<file path="config.mk">
export PLATFORM = sky130hd
export DESIGN_NAME = sht_ctrl
export DESIGN_NICKNAME = d
export VERILOG_FILES = /design/src/design/sht_pkg.sv /design/src/design/sht_ctrl.sv
export SDC_FILE = /design/constraint.sdc
export NUM_CORES = 1
export LEC_CHECK = 0
export BUFFER_PORTS_ARGS = -buffer_cell sky130_fd_sc_hd__buf_2
export CELL_PAD_IN_SITES_DETAIL_PLACEMENT = 1
export CELL_PAD_IN_SITES_GLOBAL_PLACEMENT = 1
export CORE_AREA = 4 4 45 47
export CTS_BUF_LIST = sky130_fd_sc_hd__clkbuf_8
export DETAILED_ROUTE_END_ITERATION = 7
export DIE_AREA = 0 0 49 51
export PLACE_DENSITY_LB_ADDON = 0.3
export SETUP_SLACK_MARGIN = 0.2
export SLEW_MARGIN = 20
export SYNTH_ARGS = -nofsm -noshare
export SYNTH_HDL_FRONTEND = slang
export SYNTH_SLANG_ARGS = --single-unit
</file>
<file path="constraint.sdc">
create_clock -name clk -period 3.04 [get_ports clk]
set_input_delay 0.152 -clock clk [delete_from_list [all_inputs] [get_ports clk]]
set_output_delay 0.152 -clock clk [all_outputs]
set_load 0.05 [all_outputs]
</file>
<file path="src/design/sht_pkg.sv">
package sht_pkg;

  // Table geometry.
  localparam int TABLE_SLOTS = 64;
  localparam int LAYER_COUNT = 16;
  localparam int SLOT_W      = $clog2(TABLE_SLOTS);

  // Command codes carried by a request word.
  localparam logic CMD_LOAD  = 1'b0;
  localparam logic CMD_QUERY = 1'b1;

  // Shape kind codes.
  localparam logic [1:0] KIND_NONE   = 2'd0;
  localparam logic [1:0] KIND_BOX    = 2'd1;
  localparam logic [1:0] KIND_CIRCLE = 2'd2;
  localparam logic [1:0] KIND_POINT  = 2'd3;

  // Request word.
  typedef struct packed {
    logic               command;
    logic        [5:0]  slot;
    logic        [3:0]  layer_id;
    logic        [1:0]  shape_kind;
    logic signed [15:0] centre_x;
    logic signed [15:0] centre_y;
    logic        [14:0] size_x;
    logic        [14:0] size_y;
    logic        [14:0] radius;
    logic signed [15:0] probe_x;
    logic signed [15:0] probe_y;
  } req_t;

  // Response word.
  typedef struct packed {
    logic       hit;
    logic [5:0] hit_slot;
  } rsp_t;

  // One stored table entry.
  typedef struct packed {
    logic        [3:0]  layer;
    logic        [1:0]  kind;
    logic signed [15:0] cx;
    logic signed [15:0] cy;
    logic        [14:0] sx;
    logic        [14:0] sy;
    logic        [14:0] radius;
  } entry_t;

  // Commands from the controller to the datapath.
  typedef struct packed {
    logic load_we;
    logic query_start;
    logic scan_issue;
    logic flush;
    logic stage_zero;
    logic stage_scan;
    logic out_load;
  } ctrl_cmd_t;

  // Status from the datapath to the controller.
  typedef struct packed {
    logic issue_last;
    logic res_live;
    logic res_hit;
    logic res_last;
  } dp_status_t;

endpackage

</file>
<file path="src/design/sht_ctrl.sv">
module sht_ctrl (
  input  logic                clk,
  input  logic                rst,
  input  logic                req_valid,
  output logic                req_ready,
  input  logic                req_command,
  output logic                rsp_valid,
  input  logic                rsp_ready,
  input  sht_pkg::dp_status_t status,
  output sht_pkg::ctrl_cmd_t  cmd
);

  import sht_pkg::*;

  typedef enum logic [3:0] {
    ST_IDLE  = 4'b0001,
    ST_SCAN  = 4'b0010,
    ST_DRAIN = 4'b0100,
    ST_WAIT  = 4'b1000
  } state_t;

  state_t state;
  state_t state_next;
  logic   out_free;
  logic   res_done;

  assign out_free = !rsp_valid || rsp_ready;
  // The scan ends at the first hit or when the last slot leaves the pipeline.
  assign res_done = status.res_live && (status.res_hit || status.res_last);

  // Next state and commands.
  always_comb begin
    state_next = state;
    cmd        = '0;
    req_ready  = 1'b0;
    unique case (state)
      ST_IDLE: begin
        req_ready = 1'b1;
        if (req_valid) begin
          if (req_command == CMD_LOAD) begin
            cmd.load_we    = 1'b1;
            cmd.stage_zero = 1'b1;
            state_next     = ST_WAIT;
          end else begin
            cmd.query_start = 1'b1;
            state_next      = ST_SCAN;
          end
        end
      end
      ST_SCAN: begin
        if (res_done) begin
          cmd.stage_scan = 1'b1;
          cmd.flush      = 1'b1;
          state_next     = ST_WAIT;
        end else begin
          cmd.scan_issue = 1'b1;
          if (status.issue_last) begin
            state_next = ST_DRAIN;
          end
        end
      end
      ST_DRAIN: begin
        if (res_done) begin
          cmd.stage_scan = 1'b1;
          cmd.flush      = 1'b1;
          state_next     = ST_WAIT;
        end
      end
      ST_WAIT: begin
        if (out_free) begin
          cmd.out_load = 1'b1;
          state_next   = ST_IDLE;
        end
      end
      default: begin
        state_next = ST_IDLE;
      end
    endcase
  end

  // State register and response valid flag.
  always_ff @(posedge clk) begin
    if (rst) begin
      state     <= ST_IDLE;
      rsp_valid <= 1'b0;
    end else begin
      state <= state_next;
      if (cmd.out_load) begin
        rsp_valid <= 1'b1;
      end else if (rsp_ready) begin
        rsp_valid <= 1'b0;
      end
    end
  end

endmodule

</file>
==> results of run 1 <==
-- stage by stage --
step / total power, mW / std cells / hold slack [ps] / setup slack (ps) / util
3_3_place_gp: 0.289 / 75 / 416 / 1430 / 0.277
4_1_cts: 0.417 / 79 / 163 / 1220 / 0.304
3_5_place_dp: 0.291 / 75 / 403 / 1400 / 0.277
5_1_grt: 0.439 / 79 / 187 / 1060 / 0.304
6_report: 0.408 / 79 / 181 / 1250 / 0.304
2_1_floorplan: 0.266 / 45 / 221 / 221 / -
-- state kept, by name (all words and copies together) (netlist names) --
name / cells
rsp_valid: 1
state: 4
-- layout make-up --
| type | count | area (µm²) | share of cell area |
|---|---|---|---|
| Clock inverter | 1 | 3.75 | 0.00748 |
| Multi-Input combinational cell | 36 | 250 | 0.499 |
| Clock buffer | 3 | 41.3 | 0.0823 |
| Timing Repair Buffer | 17 | 85.1 | 0.170 |
| Sequential cell | 5 | 100 | 0.200 |
| Tap cell | 17 | 21.3 | 0.0424 |
-- worst paths after layout --
path	endpoint	depth (start not counted)	start	slack (ps)
max reg2reg	state[1]	4	state[1]	1390
min	rsp_valid	2	rst	180
min reg2reg	rsp_valid	2	rsp_valid	570
max	cmd[1]	3	state[2]	1250
-- power by group --
part           internal [mW]  switching [mW]  total [mW]
clock                 0.0866          0.0341       0.121
combinational         0.0618           0.122       0.184
sequential            0.0782          0.0253       0.104
-- cell usage in the layout (no fill, tap or decap), types with 2 or more instances in the layout --
cell      instances
clkbuf_8          3
dfxtp_1           5
buf_2            17
a211oi_1          2
nand2b_1          3
nand2_1           3
nor2_1            6
nor4b_1           2
-- cells by family (layout without fill, tap and decap cells) --
kind of cell              Yosys count  in the layout  share of synthesized area
buffers and inverters               4             21                     0.0983
AOI/OAI and AO/OA                  11             11                      0.220
xor gates and xnor gates            1              1                     0.0230
and+or+nand+nor                    24             24                      0.397
DFF                                 5              5                      0.262
-- layer usage --
metal / track usage / wire [µm] / vias to the layer above
met4: 0.0807 / 41 / 0
met2: 0.143 / 493 / 14
met3: 0.0496 / 72 / 5
met1: 0.103 / 476 / 171
met5: 0 / 0 / -
li1: - / - / 196
==> flow_metrics.py, run 1 <==
metrics = {
    "status": {
        "status": "complete, no violations",
    },
    "clock_network": {
        "cts_resized": 0,
        "numCtsBuffers": 3,
        "cts.clk_slew.worst_paths_ps": 30,
        "cts_max_level": 1,
        "cts_setup_buffers": 0,
        "cts_tree": "built",
        "root_buffer": "clkbuf_8",
        "clk_latency_ps": 220,
        "clock_path_buffers": 2,
        "cts.sinks": 5,
        "cts_hold_buf": 0,
    },
    "die": {
        "io_pins": 18,
        "die_h_um": 51,
        "die_area_um2": 2500,
        "core_um2": 1650,
        "die_w_um": 49,
        "std_cell_rows": 15,
        "start_util": 0.231,
    },
    "yosys": {
        "synth_area_leader_cell": "dfxtp_1",
        "synth_seq_cells": 5,
        "synth_warnings": 0,
        "synth.avg_cell_area_um2": 8.48,
        "synth_edf_count": 0,
        "syn-num-nets": 54,
        "netlist.area_leader.share": 0.262,
        "yosysMostFrequentCell": "nor2_1",
        "ys.flop_type": "dfxtp_1",
        "syn_inst": 45,
        "ys_types": 28,
        "synth-seq-area-share": 0.262,
        "syn_area_um2": 382,
        "synth.area.top_cells": "dfxtp_1 26%, buf_6 5.9%, nor2_1 5.9%, nand2b_1 4.9%, nor4b_1 4.6%",
        "synth_common_cells": "6 x nor2_1, 5 x dfxtp_1, 3 x nand2_1, 3 x nand2b_1",
        "synthArstFlopShare": 0,
    },
    "worst_setup_path": {
        "critical_path_buf_inv_count": 1,
        "cp.required_ps": 2890,
        "cpPeakStageDelay_ps": 480,
        "start_kind": "flop",
        "end_kind": "output pin",
        "path_max_fanout": 9,
        "arrival_ps": 1630,
        "path_cells": "nand2b_1 -> a2111oi_2 -> buf_2",
        "cpLargestDelayFamily": "flip-flops",
        "worstSetupPathType": "reg -> out",
        "slowest_stage": "dfxtp_1",
    },
    "timing": {
        "rsz0062_at_grt": "no",
        "fmax_ghz": 0.560,
        "worst_pin_slew_ps": 447,
        "finalCritPeriodShare": 0.588,
        "finClkSkew_ps": 1.31,
        "slew_headroom": 0.701,
        "tns_ps": 0,
        "hold_viol_final": 0,
        "setup_viol": 0,
        "min_period_ps": 1790,
        "final_max_slew_viol_count": 0,
    },
    "detailed_routing": {
        "vias": 386,
        "viasPerCell": 4.89,
        "drtIter0Drc": 1,
        "drc": 0,
        "first_pass_iters": 3,
        "routedWlPerCell_um": 13.7,
        "wl_um": 1080,
        "ant_nets": 0,
    },
    "grt": {
        "grt_remaining_overflow": 0,
        "antenna_found_initial": 0,
        "track_usage": 0.0975,
        "grt_pass1_wl_um": 1780,
        "grt_pass1_vias": 389,
        "grt_max_degree": 10,
    },
    "pwr": {
        "p_leak_nw": 0.223,
        "power_density_nw_per_um2": 814,
        "ir_drop_mv": 0.394,
    },
    "placement": {
        "postPlaceCellArea_um2": 457,
        "dpl.hpwl_um": 854,
        "port_buffers": 17,
        "gp_congestion": 0.739,
    },
    "finish": {
        "drive_above_1_share": 0.403,
        "design_area_um2": 502,
        "diodes": 0,
        "nNetsFinal": 72,
        "n_fill_cell": 213,
        "synthToLayoutAreaGrowth_pct": 31.5,
    },
    "hold_path": {
        "worstHoldPathType": "in -> reg",
    },
    "run": {
        "cap_violations": 0,
    },
}
(Power assumes the default switching activity.)
==> run 2, diff against run 1 <==
==> constraint.sdc (replaced) <==
create_clock -name clk -period 1.75 [get_ports clk]
set_input_delay 0.0875 -clock clk [delete_from_list [all_inputs] [get_ports clk]]
set_output_delay 0.0875 -clock clk [all_outputs]
set_load 0.05 [all_outputs]
==> run 2 against run 1 <==
Clock power rose by 78%. Clock skew up 3.0 ps. Combinational power increased by 140%. Via count up 12%. Setup slack worse by 1100 ps. Die area unchanged. Wire length grew 11%. Core utilization is 9.9 points higher.
==> flow_metrics.py, run 2 (synthesized netlist as in run 1, its figures left out) <==
metrics = {
    "pwr": {
        "ir_drop_mv": 0.519,
        "switching_share": 0.422,
        "power_uw": 830,
        "power_frac_clock": 0.259,
        "pwr-share-comb": 0.530,
        "power_density_nw_per_um2": 1250,
        "p_leak_nw": 0.289,
        "p_seq_frac": 0.211,
        "internal_power_uw": 480,
        "power.switching_uw": 350,
    },
    "clock_network": {
        "cts.sinks": 5,
        "root_buffer": "clkbuf_8",
        "clock_path_buffers": 2,
        "cts.clk_slew.worst_paths_ps": 40,
        "cts_hold_buf": 0,
        "cts_tree": "built",
        "clk_latency_ps": 220,
        "cts_max_level": 1,
        "numCtsBuffers": 3,
    },
    "finish": {
        "multi_input_area_um2": 300,
        "mostFrequentLayoutCells": "11 x buf_2, 8 x buf_4, 5 x nor2_1, 5 x buf_6",
        "nNetsFinal": 80,
        "mostFrequentLayoutCell": "buf_2",
        "design_area_um2": 666,
        "reg.largest.list": "state x4, rsp_valid x1",
        "top_register": "state",
        "diodes": 0,
        "seq_area_um2": 111,
        "drive_above_1_share": 0.586,
        "largest_register_ffs": 4,
        "synthToLayoutAreaGrowth_pct": 74.4,
        "n_fill_cell": 203,
    },
    "placement": {
        "dpl.hpwl_um": 875,
        "gp_congestion": 0.680,
        "port_buffers": 17,
        "postPlaceCellArea_um2": 507,
    },
    "die": {
        "io_pins": 18,
        "die_h_um": 51,
        "start_util": 0.231,
        "die_w_um": 49,
        "core_um2": 1650,
        "die_area_um2": 2500,
        "std_cell_rows": 15,
    },
    "timing": {
        "finClkSkew_ps": 4.31,
        "worst_pin_slew_ps": 437,
        "slew_headroom": 0.706,
        "tns_ps": 0,
        "setup_viol": 0,
        "min_period_ps": 1550,
        "hold_ws_ps": 116,
        "rsz0062_at_grt": "yes",
        "hold_viol_final": 0,
        "final_max_slew_viol_count": 0,
        "finalCritPeriodShare": 0.884,
        "fmax_ghz": 0.646,
    },
    "detailed_routing": {
        "ant_nets": 0,
        "vias": 432,
        "wl_um": 1200,
        "routedWlPerCell_um": 13.8,
        "drtIter0Drc": 0,
        "viasPerCell": 4.97,
        "first_pass_iters": 1,
        "drc": 0,
    },
    "grt": {
        "grt_max_degree": 8,
        "grt_remaining_overflow": 0,
        "grt_pass1_vias": 460,
        "track_usage": 0.0991,
        "antenna_found_initial": 0,
        "grt_pass1_wl_um": 1950,
    },
    "worst_setup_path": {
        "rrSetupSlack_ps": 210,
        "worstReg2RegEnd": "state[0]",
        "start_kind": "flop",
        "worstSetupPathType": "reg -> out",
        "cp.required_ps": 1660,
        "arrival_ps": 1460,
        "end_kind": "output pin",
        "worst-r2r-cell-count": 4,
        "path_max_fanout": 6,
        "rr_startpoint": "state[1]",
    },
    "hold_path": {
        "worstHoldPathType": "in -> reg",
        "min_path_cells": 2,
        "hp-start": "rst",
        "whs_endpoint": "rsp_valid",
    },
    "status": {
        "status": "complete, no violations",
    },
    "run": {
        "cap_violations": 0,
    },
}
run 2: cell types whose count changed in the layout (fill, tap and decap cells not counted), moves of 2 or more:
cell     delta
buf_2       -6
nor2_4      +2
buf_6       +5
dfxtp_1     -3
buf_4       +8
dfxtp_4     +3
run 2: area by class of cell:
| type | count | area share |
|---|---|---|
| tap | 17 | 0.0320 |
| clock inverter | 1 | 0.00752 |
| clock buffer | 3 | 0.0620 |
| timing repair buffer | 25 | 0.280 |
| multi-input combinational | 36 | 0.451 |
| sequential | 5 | 0.167 |
run 2: how the worst max path moves through the flow:
stage / from / to / slack [ps] / depth (start not counted)
floorplan: state[1] / cmd[6] / -200 / 5
global placement: state[1] / state[0] / 200 / 4
detailed placement: state[1] / state[0] / 180 / 4
CTS: state[2] / cmd[2] / 150 / 4
global route: state[1] / cmd[3] / 150 / 4
finish: state[1] / cmd[0] / 200 / 3
run 2: routing by layer:
layer	wire, µm	vias up	share of wire	global-route usage
li1	-	217	-	-
met1	512	204	0.43	0.113
met2	621	11	0.52	0.170
met3	63	0	0.053	0.0496
met4	0	0	0	0.0135
met5	0	-	0	0
run 2: what timing repair did:
item                                    in CTS  in global routing
buffers inserted                             4                  2
hold endpoints to repair                     0                  0
endpoints found under the setup margin       7                  7
pin swaps                                    3                  6
resized for setup                           11                 12
run 2: power groups by stage:
stage	Sequential [mW]	Combinational, mW	Clock, mW
2_1_floorplan	0.158	0.342	0
3_3_place_gp	0.178	0.376	0
3_5_place_dp	0.177	0.375	0
4_1_cts	0.173	0.401	0.222
5_1_grt	0.179	0.470	0.232
6_report	0.175	0.441	0.215
run 2: worst max-delay path, cell delays in order, from the launching register on:
cell,delay [ps]
dfxtp_4,360
or4b_4,590
nor2b_4,130
buf_6,160
run 2: through the flow:
stage	setup WS, ps	cells	util
finish	203	87	0.403
global route	153	87	0.403
CTS	155	85	0.373
detailed placement	180	77	0.307
global placement	204	77	0.307
floorplan	-204	45	-
==> run 3, diff against run 2 <==
--- a/config.mk
+++ b/config.mk
@@ -5,6 +5,7 @@
 export SDC_FILE = /design/constraint.sdc
 export NUM_CORES = 1
 export LEC_CHECK = 0
+export ABC_AREA = 1
 export BUFFER_PORTS_ARGS = -buffer_cell sky130_fd_sc_hd__buf_2
 export CELL_PAD_IN_SITES_DETAIL_PLACEMENT = 1
 export CELL_PAD_IN_SITES_GLOBAL_PLACEMENT = 1
@@ -18,3 +19,4 @@
 export SYNTH_ARGS = -nofsm -noshare
 export SYNTH_HDL_FRONTEND = slang
 export SYNTH_SLANG_ARGS = --single-unit
+export TNS_END_PERCENT = 30
==> constraint.sdc (replaced) <==
create_clock -name clk -period 1.75 [get_ports clk]
set_input_delay 0.35 -clock clk [delete_from_list [all_inputs] [get_ports clk]]
set_output_delay 0.35 -clock clk [all_outputs]
set_load 0.05 [all_outputs]
==> run 3 against run 2 <==
Area after synthesis shrank 1.6%. Highest routed layer is now met4. Critical path depth is 2 higher. Global-route usage grew 0.055 points. Final area shrank 2.6%. Non-clock buffer count is 6 lower. Worst hold slack better by 220 ps. Clock power fell by 4%. Power fell by 7.9%. Combinational power fell by 12%. Register-to-register slack improved by 360 ps. Sequential power shrank 2%. Via count is 4.4% higher.
==> flow_metrics.py, run 3 <==
metrics = {
    "detailed_routing": {
        "drc": 0,
        "first_pass_iters": 4,
        "viasPerCell": 4.38,
        "wl_um": 1140,
        "vias": 451,
        "drtIter0Drc": 3,
        "ant_nets": 0,
        "routedWlPerCell_um": 11.1,
    },
    "worst_setup_path": {
        "critical_path_buf_inv_count": 2,
        "rr_startpoint": "state[0]",
        "cpLargestDelayFamily": "flip-flops",
        "worstReg2RegEnd": "state[2]",
        "cp.required_ps": 1400,
        "slowest_stage": "dfxtp_4",
        "arrival_ps": 1210,
        "end_kind": "output pin",
        "worst-r2r-cell-count": 7,
        "cpPeakStageDelay_ps": 370,
        "startpoint": "state[2]",
        "path_cells": "inv_2 -> nor2_2 -> nand2_2 -> a21oi_4 -> buf_6",
        "start_kind": "flop",
        "path_max_fanout": 4,
        "rrSetupSlack_ps": 570,
        "worstSetupPathType": "reg -> out",
    },
    "grt": {
        "grt_remaining_overflow": 0,
        "antenna_found_initial": 0,
        "track_usage": 0.0996,
        "grt_pass1_vias": 483,
        "grt_pass1_wl_um": 1950,
        "grt_max_degree": 5,
    },
    "pwr": {
        "p_leak_nw": 0.326,
        "ir_drop_mv": 0.578,
        "power_density_nw_per_um2": 1180,
    },
    "finish": {
        "synthToLayoutAreaGrowth_pct": 72.7,
        "design_area_um2": 648,
        "mostFrequentLayoutCell": "nor2_1",
        "reg.largest.list": "state x4, rsp_valid x1",
        "diodes": 0,
        "top_register": "state",
        "n_fill_cell": 225,
        "drive_above_1_share": 0.523,
        "largest_register_ffs": 4,
        "nNetsFinal": 96,
        "mostFrequentLayoutCells": "12 x nor2_1, 10 x buf_2, 9 x inv_1",
    },
    "yosys": {
        "synth.area.top_cells": "dfxtp_1 27%, nor2_1 16%, nand2_1 11%, inv_1 10%, nor2_2 10%",
        "ys_types": 11,
        "synth_common_cells": "16 x nor2_1, 11 x nand2_1, 10 x inv_1",
        "syn_area_um2": 375,
        "netlist.area_leader.share": 0.267,
        "yosysMostFrequentCell": "nor2_1",
        "ys.flop_type": "dfxtp_1",
        "synth_area_leader_cell": "dfxtp_1",
        "syn_inst": 65,
        "synth.avg_cell_area_um2": 5.77,
        "synth-seq-area-share": 0.267,
        "syn-num-nets": 74,
        "synth_warnings": 0,
        "synth_seq_cells": 5,
        "synth_edf_count": 0,
        "synthArstFlopShare": 0,
    },
    "hold_path": {
        "hp-start": "rst",
        "whs_endpoint": "state[1]",
        "min_path_cells": 2,
        "worstHoldPathType": "in -> reg",
    },
    "die": {
        "die_h_um": 51,
        "core_um2": 1650,
        "die_area_um2": 2500,
        "die_w_um": 49,
        "start_util": 0.227,
        "std_cell_rows": 15,
        "io_pins": 18,
    },
    "placement": {
        "gp_congestion": 0.737,
        "dpl.hpwl_um": 958,
        "port_buffers": 17,
        "postPlaceCellArea_um2": 488,
    },
    "timing": {
        "fmax_ghz": 0.641,
        "hold_viol_final": 0,
        "hold_ws_ps": 335,
        "final_max_slew_viol_count": 0,
        "finClkSkew_ps": 0.801,
        "setup_viol": 0,
        "finalCritPeriodShare": 0.892,
        "min_period_ps": 1560,
        "worst_pin_slew_ps": 437,
        "tns_ps": 0,
        "slew_headroom": 0.706,
        "rsz0062_at_grt": "yes",
    },
    "clock_network": {
        "clock_path_buffers": 2,
        "cts_tree": "built",
        "clk_latency_ps": 220,
        "numCtsBuffers": 3,
        "root_buffer": "clkbuf_8",
        "cts.clk_slew.worst_paths_ps": 40,
        "cts_max_level": 1,
        "cts.sinks": 5,
    },
    "status": {
        "status": "complete, no violations",
    },
    "run": {
        "cap_violations": 0,
    },
}
-- run 3: cell types whose count changed after synthesis, sizes merged, moves of 2 or more --
cell / delta
nand2: +8
inv: +11
a211oi: -2
nor2: +15
buf: -2
nand2b: -3
nor4b: -3
nand3: +9
a21oi: +2
-- run 3: final cells by class --
cell class	count	area (µm²)	share of cell area
Clock buffer	3	41.3	0.0637
Clock inverter	1	3.75	0.00579
Inverter	11	43.8	0.0676
Multi-Input combinational cell	47	280	0.432
Sequential cell	5	110	0.170
Tap cell	17	21.3	0.0328
Timing Repair Buffer	19	148	0.228
-- run 3: timing repair --
item	4_1_cts	5_1_grt
setup buffers	0	2
resized for setup	22	12
hold buffers	0	0
pin swaps	1	6
setup endpoints to repair	8	8
-- run 3: how the worst max path moves through the flow --
stage / cells after the start / endpoint
6_report: 5 / cmd[1]
5_1_grt: 5 / cmd[1]
4_1_cts: 7 / cmd[5]
3_5_place_dp: 7 / cmd[5]
3_3_place_gp: 5 / cmd[1]
2_1_floorplan: 5 / cmd[3]
-- run 3: power breakdown --
part           switching, mW  internal, mW
logic                  0.256         0.131
clock network         0.0564         0.150
registers             0.0303         0.141
total                  0.343         0.422
-- run 3: per-layer routing --
layer | share of wire | global-route usage | vias to the layer above
met1 | 0.41 | 0.104 | 197
li1 | - | - | 237
met5 | 0 | 0 | -
met3 | 0.047 | 0.0175 | 2
met4 | 0.017 | 0.0717 | 0
met2 | 0.52 | 0.178 | 15
-- run 3: cell families after synthesis --
family                 after synthesis  share of synthesized area
buffers and inverters               13                      0.150
AO/OA/AOI/OAI                        5                     0.0667
AND/OR/NAND/NOR                     42                      0.517
flip-flops                           5                      0.267
-- run 3: per-stage QoR --
stage	power (mW)	worst slack, ps	instances	utilization
6_report	0.765	189	103	0.392
5_1_grt	0.820	123	103	0.392
4_1_cts	0.735	163	101	0.362
3_5_place_dp	0.471	218	97	0.295
3_3_place_gp	0.465	259	97	0.295
2_1_floorplan	0.404	106	65	-
-- run 3: worst register-to-register path, delay by kind of cell (launching register included) --
| family | cells | cell delay, ps |
|---|---|---|
| AND/OR/NAND/NOR | 3 | 200 |
| buffers and inverters | 3 | 310 |
| AO/OA/AOI/OAI | 1 | 180 |
| flip-flops | 1 | 360 |
